`src/hdl/clock_frame_replacement_unit_defines.svh`:
```
// Assertion macros shared by the frame replacement unit.
`ifndef CLOCK_FRAME_REPLACEMENT_UNIT_DEFINES_SVH
`define CLOCK_FRAME_REPLACEMENT_UNIT_DEFINES_SVH

`ifndef SYNTH
// Checks that a condition holds at every clock edge outside reset.
`define CFRU_ASSERT(label, cond) \
  label: assert property (@(posedge clk_i) disable iff (!rst_ni) (cond)) \
    else $error("frame replacement check failed");
// Checks that a consequence follows a trigger in the same cycle.
`define CFRU_ASSERT_IMP(label, trig, cons) \
  label: assert property (@(posedge clk_i) disable iff (!rst_ni) (trig) |-> (cons)) \
    else $error("frame replacement check failed");
// Checks that a consequence follows a trigger in the next cycle.
`define CFRU_ASSERT_NXT(label, trig, cons) \
  label: assert property (@(posedge clk_i) disable iff (!rst_ni) (trig) |=> (cons)) \
    else $error("frame replacement check failed");
`else
`define CFRU_ASSERT(label, cond)
`define CFRU_ASSERT_IMP(label, trig, cons)
`define CFRU_ASSERT_NXT(label, trig, cons)
`endif

`endif

```
`src/hdl/cfru_pkg.sv`:
```
// Types, codes and constants of the frame replacement unit.
package cfru_pkg;

  localparam int unsigned FramesDefault = 64;
  localparam int unsigned FrameW        = 10;
  localparam int unsigned OwnerW        = 8;
  localparam int unsigned KindW         = 2;
  localparam int unsigned StatusW       = 2;
  localparam int unsigned ActionW       = 2;
  localparam int unsigned RemovedW      = 7;

  localparam logic [KindW-1:0] VM_FILE = 2'd0;
  localparam logic [KindW-1:0] VM_ANON = 2'd1;
  localparam logic [KindW-1:0] VM_BIN  = 2'd2;

  localparam logic [StatusW-1:0] ST_DONE     = 2'd0;
  localparam logic [StatusW-1:0] ST_NOTFOUND = 2'd1;
  localparam logic [StatusW-1:0] ST_FULL     = 2'd2;

  localparam logic [ActionW-1:0] ACT_DISCARD = 2'd0;
  localparam logic [ActionW-1:0] ACT_WRITE   = 2'd1;
  localparam logic [ActionW-1:0] ACT_SWAP    = 2'd2;

  typedef enum logic [2:0] {
    CMD_ADD    = 3'd0,
    CMD_TOUCH  = 3'd1,
    CMD_REMOVE = 3'd2,
    CMD_OWNER  = 3'd3,
    CMD_EVICT  = 3'd4
  } cmd_e;

  typedef enum logic [2:0] {
    S_IDLE,
    S_DECODE,
    S_WALK,
    S_SCAN,
    S_DONE
  } state_e;

  typedef enum logic [1:0] {
    M_TOUCH,
    M_FRAME,
    M_OWNER,
    M_AT
  } mode_e;

  typedef struct packed {
    logic              dirty;
    logic              accessed;
    logic [KindW-1:0]  kind;
    logic [OwnerW-1:0] owner;
    logic [FrameW-1:0] frame;
  } entry_t;

  localparam int unsigned EntryW = $bits(entry_t);

endpackage

```
`src/hdl/cfru_ram.sv`:
```
// Generic single-write, single-read RAM with registered read data.
module cfru_ram #(
  parameter int unsigned Width = 8,
  parameter int unsigned Depth = 64
) (
  input  logic                     clk_i,
  input  logic                     we_i,
  input  logic [$clog2(Depth)-1:0] waddr_i,
  input  logic [Width-1:0]         wdata_i,
  input  logic [$clog2(Depth)-1:0] raddr_i,
  output logic [Width-1:0]         rdata_o
);

  logic [Width-1:0] mem [Depth];

  always_ff @(posedge clk_i) begin
    if (we_i) begin
      mem[waddr_i] <= wdata_i;
    end
    rdata_o <= mem[raddr_i];
  end

endmodule

```
`src/hdl/clock_frame_replacement_unit.sv`:
```
// Clock (second-chance) frame replacement list: top level and sequencer.
//
// The unit keeps an ordered list of resident frames in one RAM and runs one
// command per input beat. The beat's tuser carries the command; the result
// beat carries status, victim frame, victim owner, evict action and the
// number of entries removed. All work goes through the single RAM read port
// at one entry per cycle: add writes the new entry at the end of the list,
// touch is one pass that marks the entry, remove and remove-owner are one pass
// that also compacts the list, and evict walks the list to a victim and then
// runs a compaction pass from the victim. The input is not ready while
// a command is being worked; a finished result sits in the output register,
// so the next command is accepted while that result waits to be taken.
`include "clock_frame_replacement_unit_defines.svh"

module clock_frame_replacement_unit
  import cfru_pkg::*;
#(
  parameter int unsigned FRAMES = FramesDefault
) (
  input  logic        clk_i,
  input  logic        rst_ni,
  input  logic        s_axis_tvalid_i,
  output logic        s_axis_tready_o,
  // tdata: frame_number[9:0], owner[17:10], page_kind[19:18], is_write[20], zero pad.
  input  logic [23:0] s_axis_tdata_i,
  // tuser: cmd[2:0].
  input  logic [2:0]  s_axis_tuser_i,
  output logic        m_axis_tvalid_o,
  input  logic        m_axis_tready_i,
  // tdata: status[1:0], victim_frame[11:2], victim_owner[19:12], action[21:20],
  // removed_count[28:22], zero pad.
  output logic [31:0] m_axis_tdata_o
);

  localparam int unsigned IW = $clog2(FRAMES);
  localparam int unsigned CW = $clog2(FRAMES + 1);

  state_e              state_q, state_d;
  logic [2:0]          cmd_q, cmd_d;
  logic [FrameW-1:0]   frame_q, frame_d;
  logic [OwnerW-1:0]   owner_q, owner_d;
  logic [KindW-1:0]    kind_q, kind_d;
  logic                wr_q, wr_d;
  logic [CW-1:0]       count_q, count_d;
  logic                clk_valid_q, clk_valid_d;
  logic [IW-1:0]       clk_idx_q, clk_idx_d;
  logic [CW-1:0]       ra_q, ra_d;
  logic [IW-1:0]       rp_q, rp_d;
  logic                pv_q, pv_d;
  logic [CW-1:0]       w_q, w_d;
  logic [CW-1:0]       n0_q, n0_d;
  logic [IW-1:0]       pos_q, pos_d;
  logic                found_q, found_d;
  mode_e               mode_q, mode_d;
  logic [CW-1:0]       removed_q, removed_d;
  logic [StatusW-1:0]  status_q, status_d;
  logic [FrameW-1:0]   vframe_q, vframe_d;
  logic [OwnerW-1:0]   vowner_q, vowner_d;
  logic [ActionW-1:0]  action_q, action_d;
  logic                m_valid_q, m_valid_d;
  logic [31:0]         m_data_q, m_data_d;

  logic                ram_we;
  logic [IW-1:0]       ram_waddr, ram_raddr;
  entry_t              ram_wdata, ram_rdata;
  logic [EntryW-1:0]   ram_rbits;

  cfru_ram #(
    .Width(EntryW),
    .Depth(FRAMES)
  ) u_ram (
    .clk_i  (clk_i),
    .we_i   (ram_we),
    .waddr_i(ram_waddr),
    .wdata_i(ram_wdata),
    .raddr_i(ram_raddr),
    .rdata_o(ram_rbits)
  );

  assign ram_rdata = entry_t'(ram_rbits);

  function automatic logic [IW-1:0] next_idx(logic [IW-1:0] x, logic [CW-1:0] n);
    next_idx = ((CW'(x) + CW'(1)) == n) ? '0 : IW'(CW'(x) + CW'(1));
  endfunction

  always_ff @(posedge clk_i or negedge rst_ni) begin
    if (!rst_ni) begin
      state_q     <= S_IDLE;
      count_q     <= '0;
      clk_valid_q <= 1'b0;
      clk_idx_q   <= '0;
      m_valid_q   <= 1'b0;
      pv_q        <= 1'b0;
    end else begin
      state_q     <= state_d;
      count_q     <= count_d;
      clk_valid_q <= clk_valid_d;
      clk_idx_q   <= clk_idx_d;
      m_valid_q   <= m_valid_d;
      pv_q        <= pv_d;
    end
  end

  // Payload and scan bookkeeping; every use is qualified by the state.
  always_ff @(posedge clk_i) begin
    cmd_q     <= cmd_d;
    frame_q   <= frame_d;
    owner_q   <= owner_d;
    kind_q    <= kind_d;
    wr_q      <= wr_d;
    ra_q      <= ra_d;
    rp_q      <= rp_d;
    w_q       <= w_d;
    n0_q      <= n0_d;
    pos_q     <= pos_d;
    found_q   <= found_d;
    mode_q    <= mode_d;
    removed_q <= removed_d;
    status_q  <= status_d;
    vframe_q  <= vframe_d;
    vowner_q  <= vowner_d;
    action_q  <= action_d;
    m_data_q  <= m_data_d;
  end

  always_comb begin
    logic          match;
    logic          drop;
    logic [CW-1:0] cnt_m1;
    logic [IW-1:0] idx_t;
    entry_t        e;

    state_d     = state_q;
    cmd_d       = cmd_q;
    frame_d     = frame_q;
    owner_d     = owner_q;
    kind_d      = kind_q;
    wr_d        = wr_q;
    count_d     = count_q;
    clk_valid_d = clk_valid_q;
    clk_idx_d   = clk_idx_q;
    ra_d        = ra_q;
    rp_d        = rp_q;
    pv_d        = 1'b0;
    w_d         = w_q;
    n0_d        = n0_q;
    pos_d       = pos_q;
    found_d     = found_q;
    mode_d      = mode_q;
    removed_d   = removed_q;
    status_d    = status_q;
    vframe_d    = vframe_q;
    vowner_d    = vowner_q;
    action_d    = action_q;
    m_valid_d   = m_valid_q;
    m_data_d    = m_data_q;
    ram_we      = 1'b0;
    ram_waddr   = '0;
    ram_wdata   = ram_rdata;
    ram_raddr   = ra_q[IW-1:0];
    match       = 1'b0;
    drop        = 1'b0;
    cnt_m1      = count_q - CW'(1);
    idx_t       = clk_idx_q;
    e           = ram_rdata;
    s_axis_tready_o = (state_q == S_IDLE);

    if (m_valid_q && m_axis_tready_i) begin
      m_valid_d = 1'b0;
    end

    unique case (state_q)
      S_IDLE: begin
        if (s_axis_tvalid_i) begin
          cmd_d   = s_axis_tuser_i;
          frame_d = s_axis_tdata_i[9:0];
          owner_d = s_axis_tdata_i[17:10];
          kind_d  = s_axis_tdata_i[19:18];
          wr_d    = s_axis_tdata_i[20];
          state_d = S_DECODE;
        end
      end

      S_DECODE: begin
        status_d  = ST_NOTFOUND;
        vframe_d  = '0;
        vowner_d  = '0;
        action_d  = ACT_DISCARD;
        removed_d = '0;
        found_d   = 1'b0;
        ra_d      = '0;
        w_d       = '0;
        n0_d      = count_q;
        state_d   = S_DONE;
        priority case (cmd_q)
          CMD_ADD: begin
            if (count_q >= CW'(FRAMES)) begin
              status_d = ST_FULL;
            end else begin
              ram_we    = 1'b1;
              ram_waddr = count_q[IW-1:0];
              ram_wdata = '{dirty: 1'b0, accessed: 1'b0, kind: kind_q,
                            owner: owner_q, frame: frame_q};
              count_d   = count_q + CW'(1);
              status_d  = ST_DONE;
            end
          end
          CMD_TOUCH: begin
            mode_d  = M_TOUCH;
            state_d = S_SCAN;
          end
          CMD_REMOVE: begin
            mode_d  = M_FRAME;
            state_d = S_SCAN;
          end
          CMD_OWNER: begin
            mode_d  = M_OWNER;
            state_d = S_SCAN;
          end
          CMD_EVICT: begin
            if (count_q == '0) begin
              clk_valid_d = 1'b0;
              clk_idx_d   = '0;
            end else begin
              if (!clk_valid_q || (CW'(clk_idx_q) >= count_q)) begin
                clk_valid_d = 1'b1;
                clk_idx_d   = '0;
                ra_d        = '0;
              end else begin
                ra_d = CW'(clk_idx_q);
              end
              state_d = S_WALK;
            end
          end
          default: begin
          end
        endcase
      end

      // Second-chance walk; the read of the following entry is issued while
      // the current one is examined.
      S_WALK: begin
        pv_d = 1'b1;
        rp_d = ra_q[IW-1:0];
        ra_d = CW'(next_idx(ra_q[IW-1:0], count_q));
        if (pv_q) begin
          if (count_q == CW'(1)) begin
            clk_valid_d = 1'b0;
            clk_idx_d   = '0;
          end else begin
            clk_idx_d = next_idx(rp_q, count_q);
          end
          if (e.accessed) begin
            ram_we         = 1'b1;
            ram_waddr      = rp_q;
            ram_wdata      = e;
            ram_wdata.accessed = 1'b0;
            if (count_q == CW'(1)) begin
              pv_d    = 1'b0;
              state_d = S_DONE;
            end
          end else begin
            vframe_d = e.frame;
            vowner_d = e.owner;
            if (e.dirty) begin
              action_d = (e.kind == VM_FILE) ? ACT_WRITE : ACT_SWAP;
            end else begin
              action_d = (e.kind == VM_ANON) ? ACT_SWAP : ACT_DISCARD;
            end
            status_d = ST_DONE;
            pos_d    = rp_q;
            mode_d   = M_AT;
            ra_d     = CW'(rp_q);
            w_d      = CW'(rp_q);
            n0_d     = count_q;
            pv_d     = 1'b0;
            state_d  = S_SCAN;
          end
        end
      end

      // One pass over the list that matches and rewrites; the removing modes also compact it.
      S_SCAN: begin
        if (ra_q < n0_q) begin
          pv_d = 1'b1;
          rp_d = ra_q[IW-1:0];
          ra_d = ra_q + CW'(1);
        end
        if (pv_q) begin
          unique case (mode_q)
            M_TOUCH: match = !found_q && (e.frame == frame_q);
            M_FRAME: match = !found_q && (e.frame == frame_q);
            M_OWNER: match = (e.owner == owner_q);
            M_AT:    match = (rp_q == pos_q);
            default: match = 1'b0;
          endcase
          if (mode_q == M_TOUCH) begin
            if (match) begin
              found_d        = 1'b1;
              ram_we         = 1'b1;
              ram_waddr      = rp_q;
              ram_wdata      = e;
              ram_wdata.accessed = 1'b1;
              ram_wdata.dirty    = e.dirty | wr_q;
            end
          end else begin
            drop = match;
            if (drop) begin
              found_d   = 1'b1;
              removed_d = removed_q + CW'(1);
              count_d   = cnt_m1;
              if (clk_valid_q) begin
                if (cnt_m1 == '0) begin
                  clk_valid_d = 1'b0;
                  clk_idx_d   = '0;
                end else begin
                  if (w_q < CW'(clk_idx_q)) begin
                    idx_t = clk_idx_q - IW'(1);
                  end
                  if (CW'(idx_t) >= cnt_m1) begin
                    idx_t = '0;
                  end
                  clk_idx_d = idx_t;
                end
              end
            end else begin
              ram_we    = 1'b1;
              ram_waddr = w_q[IW-1:0];
              ram_wdata = e;
              w_d       = w_q + CW'(1);
            end
          end
        end
        if (!(ra_q < n0_q) && !pv_q) begin
          state_d = S_DONE;
          unique case (mode_q)
            M_TOUCH, M_FRAME: status_d = found_q ? ST_DONE : ST_NOTFOUND;
            M_OWNER:          status_d = (removed_q != '0) ? ST_DONE : ST_NOTFOUND;
            M_AT:             status_d = ST_DONE;
            default:          status_d = ST_NOTFOUND;
          endcase
        end
      end

      S_DONE: begin
        if (!m_valid_q || m_axis_tready_i) begin
          m_valid_d = 1'b1;
          m_data_d  = {3'b000, RemovedW'(removed_q), action_q, vowner_q, vframe_q,
                       status_q};
          state_d   = S_IDLE;
        end
      end

      default: state_d = S_IDLE;
    endcase
  end

  assign m_axis_tvalid_o = m_valid_q;
  assign m_axis_tdata_o  = m_data_q;

  `CFRU_ASSERT(a_count_bound, count_q <= CW'(FRAMES))
  `CFRU_ASSERT_IMP(a_clock_in_list, (state_q == S_IDLE) && clk_valid_q, CW'(clk_idx_q) < count_q)
  `CFRU_ASSERT_NXT(a_busy_after_accept, s_axis_tvalid_i && s_axis_tready_o, !s_axis_tready_o)
  `CFRU_ASSERT_IMP(a_removed_done, m_valid_q && (m_data_q[28:22] != '0), m_data_q[1:0] == ST_DONE)

endmodule
```
`config.mk`:
```
export PLATFORM = sky130hd
export DESIGN_NAME = clock_frame_replacement_unit
export DESIGN_NICKNAME = d
export VERILOG_FILES = /design/src/hdl/cfru_pkg.sv /design/src/hdl/cfru_ram.sv /design/src/hdl/clock_frame_replacement_unit.sv
export VERILOG_INCLUDE_DIRS = /design/src /design/src/hdl
export SDC_FILE = /design/constraint.sdc
export NUM_CORES = 2
export LEC_CHECK = 0
export ABC_AREA = 1
export BUFFER_PORTS_ARGS = -buffer_cell sky130_fd_sc_hd__buf_2
export CAP_MARGIN = 25
export CORE_MARGIN = 3
export CORE_UTILIZATION = 60
export DETAILED_ROUTE_END_ITERATION = 7
export PLACE_DENSITY_LB_ADDON = 0.05
export SLEW_MARGIN = 5
export SYNTH_ARGS = -nofsm -noshare
export SYNTH_HDL_FRONTEND = slang
export SYNTH_SLANG_ARGS = --single-unit
```
`constraint.sdc`:
```
create_clock -name clk_i -period 7.5 [get_ports clk_i]
set_input_delay 1.125 -clock clk_i [delete_from_list [all_inputs] [get_ports clk_i]]
set_output_delay 1.125 -clock clk_i [all_outputs]
set_load 0.005 [all_outputs]
```
==> results.md <==
- Tcrit/Tclk final: 0.540
- Synth area leaders: edfxtp_1 (72%), o21ai_0 (7.2%), nor2_1 (6.1%)
- Resized Gates After CTS: 0
- Core Area: 104,000 sq um
- Setup-failing EPs final: 0
- Final #Nets: 5,041
- Syn Std Cell Area: 63,300 sq um
- Max_slew headroom: 0.226
- Hold_buf cts: 0
- Placed standard-cell area: 65,400 sq um
- GRT Util Overall: 0.298
- Via density: 6.32
- Ys flop type: edfxtp_1
- Detailed Route Iter0 Violations: 5,551
- Initial antenna violation count: 3
- Area leader, netlist: edfxtp_1
- Post-DP HPWL: 87.0 mm
- Syn. warnings: 0
- Post-CTS setup buffer count: 0
- Critical path class: flop to flop
- Post-synthesis cell count: 4,967
- Failing checks: DRC
- Layout cells sized above 1: 0.103
- Number of routed nets with antenna violations: 0
- Commonest non-fill, non-tap cell in the layout: edfxtp_1
- Die width: 331 microns
- TritonCTS clock tree: yes
- Crit path arrival time: 4.47 ns
- Pin count of the biggest net entering global routing: 199
- Clk_skew: 0.0225 ns
- Status: finished, violations left
- Die Area: 109,000 sq um
- Final Slew Violations: 0
- Global placement routability congestion: 0.871
- Number of synthesized register bits: 1,567
- Routed WL: 164 mm
- Peak VDD IR: 0.396 mV
- Hold WC Path Type: input pin to async pin
- GRT overflow: 0
- Min Tclk post-route: 4.05 ns
- First-pass GRT wire length: 240 mm
- Slew @ Worst Pin: 1.15 ns
- Reg2reg path depth: 9
- Fill count: 7,408
- Post-synth EDFFs: 1,526
- Cell area after layout: 70,300 sq um
- RSZ-0062 raised after global routing: no
- Max-cap violations: 0
- Vias: 41,000
- Ports: 65
- Final Hold Fails: 0
- Die height: 331 microns
- Ys async rst share: 0.0121
- Clock Tree Buf Depth: 3
- TritonCTS Buffers: 158
- Starting Density: 0.608
- Layout area overhead: 11.0%
- Commonest cells after routing, fill and taps aside: edfxtp_1 (1,526), nor2_1 (961), o21ai_0 (893), o22ai_1 (382), nand2_1 (230)
- Synth top area share: 0.724
- Residual DRC: 2
- CTS clk-pin slew, worst paths: 0.06 ns
- WL per Instance: 25.3 microns
- Critical Path Start Type: flop
- Rows: 118
- Drt pass-1 iters: 8
- Mapped Avg Cell Area: 12.7 sq um
- Clk sinks: 1,567
- Fin cells: 6,487
- Vias in the first global route: 37,000
- WP data required: 7.92 ns
- Sequential area share after synthesis: 0.738
- Setup_tns: 0 ns
- Root Driver: clkbuf_16
- Worst-skew pair later-pin latency: 0.76 ns
- Pwr Density: 421 nW/um^2
- P_leak: 23.0 nW
- Critical path endpoint category: flop
- F_max: 0.247 GHz
- Port bufs: 58
- Cell variety after synth: 56
- CTS H-tree depth: 4
- Post-Place Cells: 6,194
- Max FO, Critical Path: 46
[registers in the layout, summed over array words and instances, names as in the netlist, 8 cells and up]
name            count
u_ram.mem        1408
m_axis_tdata_o     29
u_ram.rdata_o      22
frame_q            10
vframe_q           10
owner_q             8
vowner_q            8
[Yosys cell counts, types with 7 or more instances]
library cell	n
buf_2	89
inv_2	7
dfxtp_1	22
o211ai_1	36
o21ai_1	22
edfxtp_1	1526
o21ai_0	913
xor2_1	17
o22ai_1	382
xnor2_1	7
nand2_1	231
or2_2	7
nor2_1	1027
nand3_4	8
buf_1	7
clkbuf_1	212
buf_4	15
inv_1	119
o311ai_0	7
a21oi_1	36
nor3_1	10
o21bai_1	10
ha_1	33
nand4_1	25
nand2_2	10
dfrtp_1	19
o221ai_1	50
nand3_1	53
[layer usage]
metal,share of wire,vias up,global-route usage
met5,0,-,0
met4,0.026,0,0.0924
met3,0.10,258,0.0552
met2,0.45,2150,0.443
met1,0.42,20200,0.453
li1,-,18400,-
[final timing paths]
path,end,slack [ns],start
setup / recovery,u_ram.mem[5][15]$_DFFE_PP_,3.45,state_q[1]$_DFFE_PN0P_
min in group clk_i,m_axis_tdata_o[8]$_DFFE_PP_,0.41,vframe_q[6]$_SDFFCE_PN0P_
hold reg to reg,m_axis_tdata_o[8]$_DFFE_PP_,0.41,vframe_q[6]$_SDFFCE_PN0P_
setup reg to reg,u_ram.mem[5][15]$_DFFE_PP_,3.45,state_q[1]$_DFFE_PN0P_
hold / removal,count_q[2]$_DFFE_PN0P_,0.35,rst_ni
max in group asynchronous,pv_q$_DFF_PN0_,6.79,rst_ni
[kinds of logic after synthesis]
group           Yosys count  share of synthesized area
simple gates           1405                     0.0904
fa+ha+maj                33                    0.00652
xor+xnor                 24                    0.00332
compound gates         1476                      0.131
buf+inv                 460                     0.0308
other cells               1                  0.0000592
mux                       1                   0.000158
flops                  1567                      0.738
[critical path, stage by stage (launching register included)]
cell and delay (ns):
dfrtp_1 0.46, nor3_2 0.42, inv_1 0.19, nor2_4 0.13, buf_4 0.61, a32oi_1 0.15
nand2_2 0.25, nand3_2 0.40, nor2_2 0.67, buf_4 0.40
[through the flow]
stage	utilization	total power, mW	hold slack, ns	worst slack [ns]
after floorplan	-	18.2	0.400	2.82
after global placement	0.628	21.9	0.402	3.56
after detailed placement	0.628	22.1	0.405	3.49
after CTS	0.675	29.4	0.319	3.47
after global routing	0.675	30.9	0.351	3.34
final	0.675	29.6	0.348	3.45
[report_power, final]
group	switching, mW	total [mW]	internal [mW]	leakage [nW]
combinational	7.85	10.4	2.51	6.45
sequential	0.336	11.8	11.4	14.2
clock	3.16	7.43	4.28	2.37
total	11.3	29.6	18.2	23.0
[area by class of cell]
class / instances / area [sq um] / area share
diodes: 1 / 2.50 / 0.0000356
clock buffers: 209 / 4280 / 0.0609
clock inverters: 80 / 586 / 0.00833
inverters: 131 / 522 / 0.00742
multi-input cells: 2942 / 15100 / 0.215
flip-flops and latches: 1567 / 46700 / 0.665
well taps: 1380 / 1730 / 0.0246
repair buffers: 177 / 1340 / 0.0191
Power figures use the tool's default switching activity.
